$ cat src/pcmrc_pkg.sv
`default_nettype none

package pcmrc_pkg;

   localparam int OUTPUT_RATE_DEF = 48000;
   localparam int MAX_RESULTS     = 6;
   localparam int MIN_RATE        = 8000;
   localparam int ACC_W           = 18;
   localparam int RATE_W          = 17;
   localparam int CNT_W           = $clog2(MAX_RESULTS + 1);

   localparam int CSR_DATA_W = 17;
   localparam int CSR_IDX_W  = 2;

   localparam logic [CSR_IDX_W-1:0] CSR_SAMPLE_BYTES  = 2'd0;
   localparam logic [CSR_IDX_W-1:0] CSR_CHANNEL_COUNT = 2'd1;
   localparam logic [CSR_IDX_W-1:0] CSR_INPUT_RATE    = 2'd2;

   localparam logic [2:0] SB_U8  = 3'd1;
   localparam logic [2:0] SB_S16 = 3'd2;
   localparam logic [2:0] SB_S24 = 3'd3;
   localparam logic [2:0] SB_S32 = 3'd4;

   localparam logic [2:0]        SB_RESET   = SB_S16;
   localparam logic [1:0]        CH_RESET   = 2'd2;
   localparam logic [RATE_W-1:0] RATE_RESET = RATE_W'(48000);

   typedef struct packed {
      logic load;
      logic sub;
   } cmd_type;

   typedef struct packed {
      logic ge;
      logic ge2;
   } sts_type;

endpackage

`default_nettype wire

$ cat src/pcmrc_datapath.sv
`default_nettype none

module pcmrc_datapath
   import pcmrc_pkg::*;
#(
   parameter int OUTPUT_RATE = OUTPUT_RATE_DEF
) (
   input  wire                        clock,
   input  wire                        reset,
   input  wire                        csr_wr_en,
   input  wire  [CSR_IDX_W-1:0]       csr_index,
   input  wire  [CSR_DATA_W-1:0]      csr_wdata,
   input  wire  [31:0]                left_raw,
   input  wire  [31:0]                right_raw,
   input  wire  cmd_type              cmd,
   output sts_type                    sts,
   output logic signed [15:0]         left_out,
   output logic signed [15:0]         right_out
);

   logic [2:0]        sample_bytes_ff, sample_bytes_in;
   logic [1:0]        channel_count_ff, channel_count_in;
   logic [RATE_W-1:0] rate_ff, rate_in;
   logic [ACC_W-1:0]  acc_ff, acc_in;
   logic [15:0]       held_left_ff, held_left_in;
   logic [15:0]       held_right_ff, held_right_in;
   logic [15:0]       dec_left, dec_right;

   function automatic logic [15:0] decode(input logic [2:0] sb, input logic [31:0] r);
      logic [15:0] v;
      v = '0;
      case (sb)
         SB_U8:   v = {r[7:0] ^ 8'h80, 8'h00};
         SB_S16:  v = r[15:0];
         SB_S24:  v = r[23:8];
         SB_S32:  v = r[31:16];
         default: v = '0;
      endcase
      return v;
   endfunction

   // config, rate is stored already clamped to the floor
   always_comb begin
      sample_bytes_in  = sample_bytes_ff;
      channel_count_in = channel_count_ff;
      rate_in          = rate_ff;
      if (csr_wr_en) begin
         unique case (csr_index)
            CSR_SAMPLE_BYTES:  sample_bytes_in  = csr_wdata[2:0];
            CSR_CHANNEL_COUNT: channel_count_in = csr_wdata[1:0];
            CSR_INPUT_RATE: begin
               if (csr_wdata[RATE_W-1:0] < RATE_W'(MIN_RATE)) begin
                  rate_in = RATE_W'(MIN_RATE);
               end else begin
                  rate_in = csr_wdata[RATE_W-1:0];
               end
            end
            default: ;
         endcase
      end
   end

   assign dec_left  = decode(sample_bytes_ff, left_raw);
   assign dec_right = (channel_count_ff > 2'd1) ? decode(sample_bytes_ff, right_raw) : dec_left;

   always_comb begin
      acc_in        = acc_ff;
      held_left_in  = held_left_ff;
      held_right_in = held_right_ff;
      if (cmd.load) begin
         acc_in        = acc_ff + ACC_W'(OUTPUT_RATE);
         held_left_in  = dec_left;
         held_right_in = dec_right;
      end else if (cmd.sub) begin
         acc_in = acc_ff - ACC_W'(rate_ff);
      end
   end

   always_ff @(posedge clock) begin
      if (reset) begin
         sample_bytes_ff  <= SB_RESET;
         channel_count_ff <= CH_RESET;
         rate_ff          <= RATE_RESET;
         acc_ff           <= '0;
         held_left_ff     <= '0;
         held_right_ff    <= '0;
      end else begin
         sample_bytes_ff  <= sample_bytes_in;
         channel_count_ff <= channel_count_in;
         rate_ff          <= rate_in;
         acc_ff           <= acc_in;
         held_left_ff     <= held_left_in;
         held_right_ff    <= held_right_in;
      end
   end

   assign sts.ge  = acc_ff >= ACC_W'(rate_ff);
   assign sts.ge2 = acc_ff >= {rate_ff, 1'b0};

   assign left_out  = held_left_ff;
   assign right_out = held_right_ff;

endmodule

`default_nettype wire

$ cat src/pcmrc_ctrl.sv
`default_nettype none

module pcmrc_ctrl
   import pcmrc_pkg::*;
(
   input  wire      clock,
   input  wire      reset,
   input  wire      req_valid,
   output logic     req_ready,
   output logic     rsp_valid,
   input  wire      rsp_ready,
   output logic     rsp_last,
   input  sts_type  sts,
   output cmd_type  cmd
);

   typedef enum logic [1:0] {
      ST_IDLE = 2'b01,
      ST_EMIT = 2'b10
   } state_type;

   state_type        state_ff, state_in;
   logic [CNT_W-1:0] cnt_ff, cnt_in;
   logic             emit;

   assign req_ready = (state_ff == ST_IDLE);
   assign emit      = (state_ff == ST_EMIT) && sts.ge && (cnt_ff < CNT_W'(MAX_RESULTS));
   assign rsp_valid = emit;
   // last when the next subtract drops below the rate or the repeat cap is hit
   assign rsp_last  = emit && (!sts.ge2 || cnt_ff == CNT_W'(MAX_RESULTS - 1));

   always_comb begin
      state_in = state_ff;
      cnt_in   = cnt_ff;
      cmd      = '0;
      unique case (state_ff)
         ST_IDLE: begin
            if (req_valid) begin
               cmd.load = 1'b1;
               cnt_in   = '0;
               state_in = ST_EMIT;
            end
         end
         ST_EMIT: begin
            if (emit) begin
               if (rsp_ready) begin
                  cmd.sub = 1'b1;
                  cnt_in  = cnt_ff + CNT_W'(1);
               end
            end else if (sts.ge) begin
               // past the cap: reduce the accumulator modulo the rate
               cmd.sub = 1'b1;
            end else begin
               state_in = ST_IDLE;
            end
         end
         default: state_in = ST_IDLE;
      endcase
   end

   always_ff @(posedge clock) begin
      if (reset) begin
         state_ff <= ST_IDLE;
         cnt_ff   <= '0;
      end else begin
         state_ff <= state_in;
         cnt_ff   <= cnt_in;
      end
   end

   a_cnt_cap: assert property (@(posedge clock) disable iff (reset)
      cnt_ff <= CNT_W'(MAX_RESULTS))
      else $error("result count past cap");

   a_last_ends_run: assert property (@(posedge clock) disable iff (reset)
      rsp_valid && rsp_ready && rsp_last |=> !rsp_valid)
      else $error("word after last of run");

   a_load_clears: assert property (@(posedge clock) disable iff (reset)
      req_valid && req_ready |=> cnt_ff == '0 && !req_ready)
      else $error("load did not start a run");

   a_done_idle: assert property (@(posedge clock) disable iff (reset)
      state_ff == ST_EMIT && !sts.ge |=> req_ready)
      else $error("run finished but input not reopened");

endmodule

`default_nettype wire

$ cat src/pcm_to_stereo16_rate_converter.sv
// channel | ports                                   | direction
// req     | req_valid/ready, req_left_raw/right_raw | in, one pcm word
// rsp     | rsp_valid/ready, rsp_left_out/right_out,| out, stereo 16-bit words
//         | rsp_last_of_run                         |
// csr     | csr_wr_en, csr_index, csr_wdata         | in, register writes
//
// one input word takes a load, then one subtract per output word (0 to 6),
// further rate subtractions past the repeat cap, and a final check
// the accumulator unit does one compare and subtract per cycle unless rsp stalls
// synchronous active-high reset; back to 48000 Hz, 16-bit stereo
// a stalled rsp word holds until taken; req_ready is low while a run is out
`default_nettype none

module pcm_to_stereo16_rate_converter
   import pcmrc_pkg::*;
#(
   parameter int OUTPUT_RATE = OUTPUT_RATE_DEF
) (
   input  wire                     clock,
   input  wire                     reset,
   input  wire                     req_valid,
   output logic                    req_ready,
   input  wire  [31:0]             req_left_raw,
   input  wire  [31:0]             req_right_raw,
   output logic                    rsp_valid,
   input  wire                     rsp_ready,
   output logic signed [15:0]      rsp_left_out,
   output logic signed [15:0]      rsp_right_out,
   output logic                    rsp_last_of_run,
   input  wire                     csr_wr_en,
   input  wire  [CSR_IDX_W-1:0]    csr_index,
   input  wire  [CSR_DATA_W-1:0]   csr_wdata
);

   cmd_type cmd;
   sts_type sts;

   pcmrc_ctrl u_ctrl (
      .clock     (clock),
      .reset     (reset),
      .req_valid (req_valid),
      .req_ready (req_ready),
      .rsp_valid (rsp_valid),
      .rsp_ready (rsp_ready),
      .rsp_last  (rsp_last_of_run),
      .sts       (sts),
      .cmd       (cmd)
   );

   pcmrc_datapath #(
      .OUTPUT_RATE (OUTPUT_RATE)
   ) u_datapath (
      .clock     (clock),
      .reset     (reset),
      .csr_wr_en (csr_wr_en),
      .csr_index (csr_index),
      .csr_wdata (csr_wdata),
      .left_raw  (req_left_raw),
      .right_raw (req_right_raw),
      .cmd       (cmd),
      .sts       (sts),
      .left_out  (rsp_left_out),
      .right_out (rsp_right_out)
   );

endmodule

`default_nettype wire

$ cat config.mk
export PLATFORM = sky130hd
export DESIGN_NAME = pcm_to_stereo16_rate_converter
export DESIGN_NICKNAME = d
export VERILOG_FILES = /design/src/pcmrc_pkg.sv /design/src/pcmrc_datapath.sv /design/src/pcmrc_ctrl.sv /design/src/pcm_to_stereo16_rate_converter.sv
export SDC_FILE = /design/constraint.sdc
export NUM_CORES = 1
export LEC_CHECK = 0
export BUFFER_PORTS_ARGS = -buffer_cell sky130_fd_sc_hd__buf_2
export CORE_UTILIZATION = 30
export DETAILED_ROUTE_END_ITERATION = 16
export PLACE_DENSITY = 0.53
export REMOVE_ABC_BUFFERS = 1
export SYNTH_ARGS = -nofsm -noshare
export SYNTH_HDL_FRONTEND = slang
export SYNTH_SLANG_ARGS = --single-unit
$ cat constraint.sdc
create_clock -name clock -period 5.88 [get_ports clock]
set_clock_uncertainty 0.15 [all_clocks]
set_input_delay 1.176 -clock clock [delete_from_list [all_inputs] [get_ports clock]]
set_output_delay 1.176 -clock clock [all_outputs]
set_load 0.005 [all_outputs]
==> results.tsv, run 1 <==
metric	value	unit
EDFF count, synth	0	
TNS Setup	0	ns
most frequent cells in the layout	buf_2 (122), nor2_1 (102), a21oi_1 (75), dfxtp_1 (75), nand2_1 (43)	
total grt overflow	0	
CTS clk-pin slew, worst paths	0.06	ns
FMAX	246	MHz
CP Cell Sequence	inv_1 > ha_1 > fa_1 > nand2b_1 > a21oi_1 > a211oi_2 > o21ai_2 > o211ai_1 > nand2_1 > a21boi_0 > buf_2	
core area	0.0168	mm²
dpl cells	970	
final hold vios	0	
Die Area	0.0179	mm²
worst-path maximum fanout	6	
# hold bufs at CTS	0	
uppermost routed layer	met4	
setup violators final	0	
WP data required	4.55	ns
WL met2	7440	µm
Synth Flop Type	dfxtp_1	
clock insertion delay at the later pin of the skew report	0.34	ns
H-tree lvl count	3	
Avg Cell Area, Syn	7.83	µm²
Die Y	134	µm
Max-cap violations	0	
Avg WL per Cell	16.3	µm
share of cells above drive strength 1	22.5	%
metal1 wirelength	7290	µm
Final min period	4.07	ns
DR vias	5054	
initial antenna violation count	1	
Rows	47	
Startpoint Class	register	
unrepaired setup endpoints after global routing	false	
status	completed	
metal3 WL	1210	µm
Hold Crit Class	register to register	
pin count of the biggest net entering global routing	66	
CP Buf/Inv Count	2	
first-pass GRT wire length	26100	µm
critical path class	register to output port	
I/O Buffers	122	
Longest Clk Path Bufs	2	
P&R area growth vs syn	20.8	%
Post-CTS Setup Bufs	0	
final worst-path cycle share	69.2	%
Rel. slew slack	25.6	%
register bit total from synthesis	76	
Peak VDD IR	0.138	mV
top post-synthesis cells by area	dfxtp_1 (29%), ha_1 (8.9%), nor2_1 (7.4%)	
slowest CP cell	fa_1	
# clock sinks	76	
DR pass1 iterations	4	
register area share after synthesis	29.3	%
Synth cell types	60	
vias in the first global route	4934	
DP HPWL	11900	µm
Ports	123	
Initial Utilization	31.0	%
P per Cell Area	242	mW/mm²
# nets final	887	
Slew Limit Fails	0	
Syn Inst Count	664	
Synth area leader	dfxtp_1	
CTS tree	built	
Iter 0 DRT Violations	176	
cts repair resizes	0	
total inserted antenna cells	0	
cts bufs inserted	9	
DRC Markers	0	
Die Span X	134	µm
commonest non-fill, non-tap cell in the layout	buf_2	
Final Non-Filler Cells	986	
Worst Tran Pin Value	1.11	ns
cell family with most CP delay	compound AO/OA/AOI/OAI gates	
wirelength, routed	16100	µm
synthesized area	0.00520	mm²
ANT nets after route	0	
yosys warns	0	
leakage power	2.75	nW
drt via density	5.13	
overall routing resource usage	18.6	%
CP arrival	2.74	ns
top-area cell type share of the netlist area	29.3	%
GPL Wtd Cong	0.830	
CP endpoint kind	output port	
critical path's largest stage delay	0.40	ns
clock root buffer	clkbuf_16	
Async SR Flop Fraction	0	%
## sequential cells by signal, summed over array words and instances, names as in the netlist
signal                       flops
u_datapath.acc_ff               18
u_datapath.rate_ff              17
u_datapath.left_out             16
u_datapath.right_out            16
u_ctrl.cnt_ff                    3
u_datapath.sample_bytes_ff       3
u_ctrl.state_ff                  2
u_datapath.channel_count_ff      1
## logic make-up after synthesis
logic type / after synthesis / share of synthesized area (%)
AO/OA/AOI/OAI: 208 / 26.7
multiplexers: 37 / 7.48
AND/OR/NAND/NOR: 211 / 18.7
flip-flops: 76 / 29.3
buffers and inverters: 76 / 5.61
XOR/XNOR: 18 / 3.03
adder cells (fa/ha/maj): 38 / 9.29
## cell type report
cell class                      count  area, µm²
Fill cell                        1803      10500
Multi-Input combinational cell    512       3390
Sequential cell                    76       1520
Timing Repair Buffer              129        663
Tap cell                          220        275
Clock buffer                       10        239
Inverter                           33        124
Clock inverter                      6       63.8
## metal layers
| layer | GRT usage [%] | vias up |
|---|---|---|
| li1 | - | 2593 |
| met1 | 23.1 | 2327 |
| met2 | 30.8 | 128 |
| met3 | 6.39 | 6 |
| met4 | 4.29 | 0 |
| met5 | 0 | - |
## synth_stat cells, drive strengths merged, types with 10 or more instances
master	instances
a21oi	75
xnor2	10
clkbuf	31
nand2	43
nor3	16
inv	33
mux2i	22
nor2	102
dfxtp	76
mux2	15
ha	37
nand2b	10
a22oi	16
a211oi	23
o21ai	25
a221oi	17
buf	12
## worst paths after layout
check	from	cells after the start	to	slack, ns
worst min-delay path	u_datapath.right_out[15]	2	u_datapath.right_out[15]	0.30
worst max register to register	u_datapath.acc_ff[14]	9	u_datapath.acc_ff[17]	2.53
worst min register to register	u_datapath.right_out[15]	2	u_datapath.right_out[15]	0.30
worst max-delay path	u_datapath.acc_ff[0]	11	rsp_last_of_run	1.81
## stage by stage
step	hold WS [ns]	power (W)	utilization [%]	area [µm²]	worst slack (ns)
finish	0.303	0.00152	37.5	6280	1.81
global placement	0.289	0.000953	35.7	5980	2.18
CTS	0.304	0.00154	37.5	6280	1.77
global route	0.335	0.00161	37.5	6280	1.60
detailed placement	0.295	0.000954	35.7	5980	2.15
floorplan	0.280	0.000816	-	5030	2.10
## worst reg2reg max path: cells and delay by family, from the launching register on
kind                     cells  cell delay (ns)
AND/OR/NAND/NOR              4             1.07
flip-flops                   1             0.44
adder cells (fa/ha/maj)      1             0.37
AO/OA/AOI/OAI                4             1.21
## report_power, final
part / leakage [nW] / switching (W) / internal, W
Sequential: 0.623 / 0.0000353 / 0.000551
Clock: 0.144 / 0.000236 / 0.000340
Combinational: 1.98 / 0.000199 / 0.000157
Total: 2.75 / 0.000470 / 0.00105
Note: power is estimated with default switching activity, not from simulation.
==> run 2, diff against run 1 <==
==> constraint.sdc (replaced) <==
create_clock -name clock -period 4 [get_ports clock]
set_clock_uncertainty 0.15 [all_clocks]
set_input_delay 0.8 -clock clock [delete_from_list [all_inputs] [get_ports clock]]
set_output_delay 0.8 -clock clock [all_outputs]
set_load 0.005 [all_outputs]
==> results.tsv, run 2 (synthesis results as in run 1) <==
metric	value	unit	change
status	completed		unchanged
max reg flops	18		unchanged
Place WS	0.616	ns	was 2.15 ns
Die Span X	134	µm	unchanged
H-tree lvl count	3		unchanged
I/O Buffers	122		unchanged
M2 GR Usage	29.8	%	was 30.8%
DRC Markers	0		unchanged
global-route met1 utilization	23.8	%	was 23.1%
CTS tree	built		unchanged
pin count of the biggest net entering global routing	43		was 66
ANT nets after route	0		unchanged
total power draw	0.00227	W	was 0.00152 W
final worst-path cycle share	92.9	%	
Die Y	134	µm	unchanged
cell family with most CP delay	compound AO/OA/AOI/OAI gates		unchanged
wirelength, routed	16400	µm	was 16100 µm
Avg WL per Cell	16.6	µm	was 16.3 µm
R2R setup slack	0.66	ns	was 2.53 ns
biggest regs	u_datapath.acc_ff: 18 flops, u_datapath.rate_ff: 17 flops		unchanged
cts repair resizes	0		unchanged
Rows	47		unchanged
slowest CP cell	fa_1		unchanged
core area	0.0168	mm²	unchanged
Ports	123		unchanged
CP Cell Sequence	inv_1 > ha_1 > fa_1 > nand2b_1 > a21oi_1 > a211oi_2 > o21ai_2 > o211ai_1 > nand2_1 > a21boi_0 > buf_2		unchanged
CP arrival	2.77	ns	was 2.74 ns
share of cells above drive strength 1	22.7	%	was 22.5%
FMAX	269	MHz	
total grt overflow	0		unchanged
global route hottest layer	met2		unchanged
P per Cell Area	359	mW/mm²	was 242 mW/mm²
first-pass GRT wire length	26300	µm	was 26100 µm
GPL Wtd Cong	0.819		was 0.830
Peak VDD IR	0.220	mV	was 0.138 mV
Die Area	0.0179	mm²	unchanged
commonest non-fill, non-tap cell in the layout	buf_2		unchanged
Rel. slew slack	29.3	%	was 25.6%
total inserted antenna cells	0		unchanged
vias in the first global route	4851		was 4934
Initial Utilization	31.0	%	unchanged
clock insertion delay at the later pin of the skew report	0.35	ns	was 0.34 ns
# hold bufs at CTS	0		unchanged
# clock sinks	76		unchanged
most frequent cells in the layout	buf_2 (122), nor2_1 (102), a21oi_1 (75), dfxtp_1 (75), nand2_1 (43)		unchanged
Worst Tran Pin Value	1.06	ns	was 1.11 ns
leakage power	2.78	nW	was 2.75 nW
cts bufs inserted	9		unchanged
Iter 0 DRT Violations	194		was 176
Final min period	3.72	ns	
P&R area growth vs syn	21.6	%	was 20.8%
critical path's largest stage delay	0.39	ns	was 0.40 ns
DP HPWL	12400	µm	was 11900 µm
CP endpoint kind	output port		unchanged
setup violators final	0		unchanged
CTS clk-pin slew, worst paths	0.06	ns	about the same
CP Buf/Inv Count	2		unchanged
DR vias	5115		was 5054
Hold Crit Class	register to register		unchanged
overall routing resource usage	18.8	%	was 18.6%
Top reg by flops	u_datapath.acc_ff		unchanged
Post-CTS Setup Bufs	0		unchanged
worst-path maximum fanout	6		unchanged
Slew Limit Fails	0		unchanged
DR pass1 iterations	5		was 4
# nets final	891		was 887
unrepaired setup endpoints after global routing	false		unchanged
clock root buffer	clkbuf_16		unchanged
TNS Setup	0	ns	unchanged
final hold vios	0		unchanged
WP data required	3.05	ns	was 4.55 ns
Startpoint Class	register		unchanged
WHS	0.313	ns	was 0.303 ns
Max-cap violations	0		unchanged
drt via density	5.17		was 5.13
Longest Clk Path Bufs	2		unchanged
M3 GR Usage	5.56	%	was 6.39%
Final WS setup	0.283	ns	was 1.81 ns
initial antenna violation count	1		unchanged
critical path class	register to output port		unchanged
run 2: worst paths after layout:
check	end	startpoint	depth (start not counted)
setup reg to reg	u_datapath.acc_ff[17]	u_datapath.acc_ff[15]	9
hold / removal	u_datapath.rate_ff[16]	u_datapath.rate_ff[16]	2
hold reg to reg	u_datapath.rate_ff[16]	u_datapath.rate_ff[16]	2
setup / recovery	rsp_last_of_run	u_datapath.acc_ff[0]	11
run 2: layout make-up:
type	count	area [µm²]
clock buffers	13	270
clock inverters	3	43.8
fillers	1784	10400
inverters	33	124
multi-input cells	512	3390
flip-flops and latches	76	1520
well taps	220	275
repair buffers	133	693
run 2: through the flow:
step           instance area (µm²)  utilization (%)  cells
3_5_place_dp                  6010             35.8    974
3_3_place_gp                  6010             35.8    974
6_report                      6320             37.7    990
2_1_floorplan                 5030                -    621
4_1_cts                       6320             37.7    990
5_1_grt                       6320             37.7    990
run 2: layer usage:
metal / routed length, µm / vias up / part of all wire, %
met5: 0 / - / 0
met4: 306 / 0 / 1.9
met3: 1190 / 17 / 7.2
met2: 7340 / 150 / 45
met1: 7590 / 2336 / 46
li1: - / 2612 / -
run 2: tightest hold or removal path: cells and delay by family (launching register included):
kind	cells	cell delay, ns
DFF	1	0.31
and+or+nand+nor	1	0.05
AOI/OAI and AO/OA	1	0.05
run 2: report_power, final:
| part | internal (W) | total, W | switching, W |
|---|---|---|---|
| clock | 0.000535 | 0.000878 | 0.000343 |
| combinational | 0.000232 | 0.000530 | 0.000297 |
| sequential | 0.000809 | 0.000860 | 0.0000506 |
| total | 0.00158 | 0.00227 | 0.000691 |
==> run 3, diff against run 2 <==
--- a/config.mk
+++ b/config.mk
@@ -9,7 +9,6 @@
 export CORE_UTILIZATION = 30
 export DETAILED_ROUTE_END_ITERATION = 16
 export PLACE_DENSITY = 0.53
-export REMOVE_ABC_BUFFERS = 1
 export SYNTH_ARGS = -nofsm -noshare
 export SYNTH_HDL_FRONTEND = slang
 export SYNTH_SLANG_ARGS = --single-unit
==> results.tsv, run 3 (synthesis results as in run 1) <==
metric	value	unit	change
status	completed		unchanged
Post-CTS Setup Bufs	0		unchanged
first-pass GRT wire length	25300	µm	was 26300 µm
layout filler cell count	1797		was 1784
DR vias	5096		was 5115
R2R setup slack	0.72	ns	was 0.66 ns
max reg flops	18		unchanged
total inserted antenna cells	0		unchanged
GPL Wtd Cong	0.845		was 0.819
cts bufs inserted	9		unchanged
pin count of the biggest net entering global routing	52		was 43
sequential cell area	0.00152	mm²	about the same
total grt overflow	0		unchanged
Place WS	0.607	ns	was 0.616 ns
CP endpoint kind	output port		unchanged
most frequent cells in the layout	buf_2 (122), nor2_1 (102), dfxtp_1 (76), a21oi_1 (75), nand2_1 (43)		was buf_2 (122), nor2_1 (102), a21oi_1 (75), dfxtp_1 (75), nand2_1 (43)
CTS tree	built		unchanged
critical path's largest stage delay	0.41	ns	was 0.39 ns
Iter 0 DRT Violations	278		was 194
footprint of the multi-input gates	0.00339	mm²	unchanged
cell family with most CP delay	compound AO/OA/AOI/OAI gates		unchanged
Levels on crit path	11		unchanged
commonest non-fill, non-tap cell in the layout	buf_2		unchanged
dpl cells	974		unchanged
vias in the first global route	4868		was 4851
Die Area	0.0179	mm²	unchanged
setup violators final	0		unchanged
overall routing resource usage	17.9	%	was 18.8%
worst-path maximum fanout	6		unchanged
P&R area growth vs syn	21.6	%	unchanged
Worst Tran Pin Value	1.07	ns	was 1.06 ns
syn nets	790		
Ports	123		unchanged
wirelength, routed	15600	µm	was 16400 µm
DR pass1 iterations	4		was 5
Longest Clk Path Bufs	2		unchanged
Initial Utilization	31.0	%	unchanged
Avg WL per Cell	15.8	µm	was 16.6 µm
DP HPWL	12300	µm	was 12400 µm
final worst-path cycle share	93.4	%	was 92.9%
CP Cell Sequence	inv_1 > ha_1 > fa_1 > nand2b_1 > a21oi_1 > a211oi_2 > o21ai_2 > o211ai_1 > nand2_1 > a21boi_0 > buf_2		unchanged
Hold Crit Class	register to register		unchanged
# hold bufs at CTS	0		unchanged
CP Buf/Inv Count	2		unchanged
share of cells above drive strength 1	22.5	%	was 22.7%
biggest regs	u_datapath.acc_ff: 18 flops, u_datapath.rate_ff: 17 flops		unchanged
CP arrival	2.79	ns	was 2.77 ns
Rows	47		unchanged
I/O Buffers	122		unchanged
CTS clk-pin slew, worst paths	0.06	ns	about the same
final hold vios	0		unchanged
reg2reg end	u_datapath.acc_ff[17]		unchanged
initial antenna violation count	0		was 1
slowest CP cell	fa_1		unchanged
Top reg by flops	u_datapath.acc_ff		unchanged
FF-to-FF path depth	11		was 9
DRC Markers	0		unchanged
Peak VDD IR	0.204	mV	was 0.220 mV
Die Y	134	µm	unchanged
Critical Path Source	u_datapath.acc_ff[0]		unchanged
Final Non-Filler Cells	989		was 990
WP data required	3.05	ns	about the same
unrepaired setup endpoints after global routing	false		unchanged
Reg-to-Reg Start	u_datapath.acc_ff[0]		was u_datapath.acc_ff[15]
Die Span X	134	µm	unchanged
Startpoint Class	register		unchanged
TNS Setup	0	ns	unchanged
Critical Path Sink	rsp_last_of_run		unchanged
critical path class	register to output port		unchanged
leakage power	2.78	nW	about the same
total power draw	0.00227	W	about the same
P per Cell Area	359	mW/mm²	about the same
Rel. slew slack	28.7	%	was 29.3%
Max-cap violations	0		unchanged
# clock sinks	76		unchanged
clock insertion delay at the later pin of the skew report	0.34	ns	was 0.35 ns
drt via density	5.15		was 5.17
cts repair resizes	0		unchanged
clock root buffer	clkbuf_16		unchanged
core area	0.0168	mm²	unchanged
Final WS setup	0.263	ns	was 0.283 ns
H-tree lvl count	3		unchanged
Final min period	3.74	ns	was 3.72 ns
# nets final	891		unchanged
ANT nets after route	0		unchanged
FMAX	268	MHz	was 269 MHz
Slew Limit Fails	0		unchanged
## run 3: routing by layer
metal / vias up / part of all wire [%] / GRT usage (%)
met5: - / 0 / 0
met4: 0 / 1.5 / 5.05
met3: 19 / 6.2 / 4.98
met2: 140 / 44 / 28.1
met1: 2326 / 48 / 23.8
li1: 2611 / - / -
## run 3: stage by stage
step / util (%) / hold slack, ns / instance area [µm²]
global route: 37.7 / 0.348 / 6320
global placement: 35.8 / 0.300 / 6010
finish: 37.7 / 0.311 / 6320
detailed placement: 35.8 / 0.303 / 6010
floorplan: - / 0.286 / 5200
CTS: 37.7 / 0.312 / 6320
## run 3: area by class of cell
type / instances / share of cell area, %
Timing Repair Buffer: 133 / 11.0
Multi-Input combinational cell: 512 / 53.7
Clock inverter: 5 / 1.37
Clock buffer: 10 / 3.62
Tap cell: 220 / 4.35
Inverter: 33 / 1.96
Sequential cell: 76 / 24.1
## run 3: worst min path at each step
stage / from / to / cells past startpoint
after floorplan: u_datapath.rate_ff[14] / u_datapath.rate_ff[14] / 2
after global routing: u_datapath.right_out[15] / u_datapath.right_out[15] / 2
after global placement: u_datapath.rate_ff[16] / u_datapath.rate_ff[16] / 2
final: u_datapath.rate_ff[16] / u_datapath.rate_ff[16] / 2
after CTS: u_datapath.rate_ff[16] / u_datapath.rate_ff[16] / 2
after detailed placement: u_datapath.rate_ff[16] / u_datapath.rate_ff[16] / 2
## run 3: power by group
group / internal (W) / switching, W
registers: 0.000810 / 0.0000488
logic: 0.000234 / 0.000298
clock network: 0.000547 / 0.000329
total: 0.00159 / 0.000676
## run 3: worst register-to-register path, cell delays in order, from the launching register on
cell and delay (ns):
dfxtp_1 0.35, inv_1 0.05, ha_1 0.22, fa_1 0.41, nand2b_1 0.18, a21oi_1 0.16
a211oi_2 0.08, o21ai_2 0.37, a31oi_4 0.39, a2111oi_1 0.53, o21ai_0 0.14, and3b_1 0.17
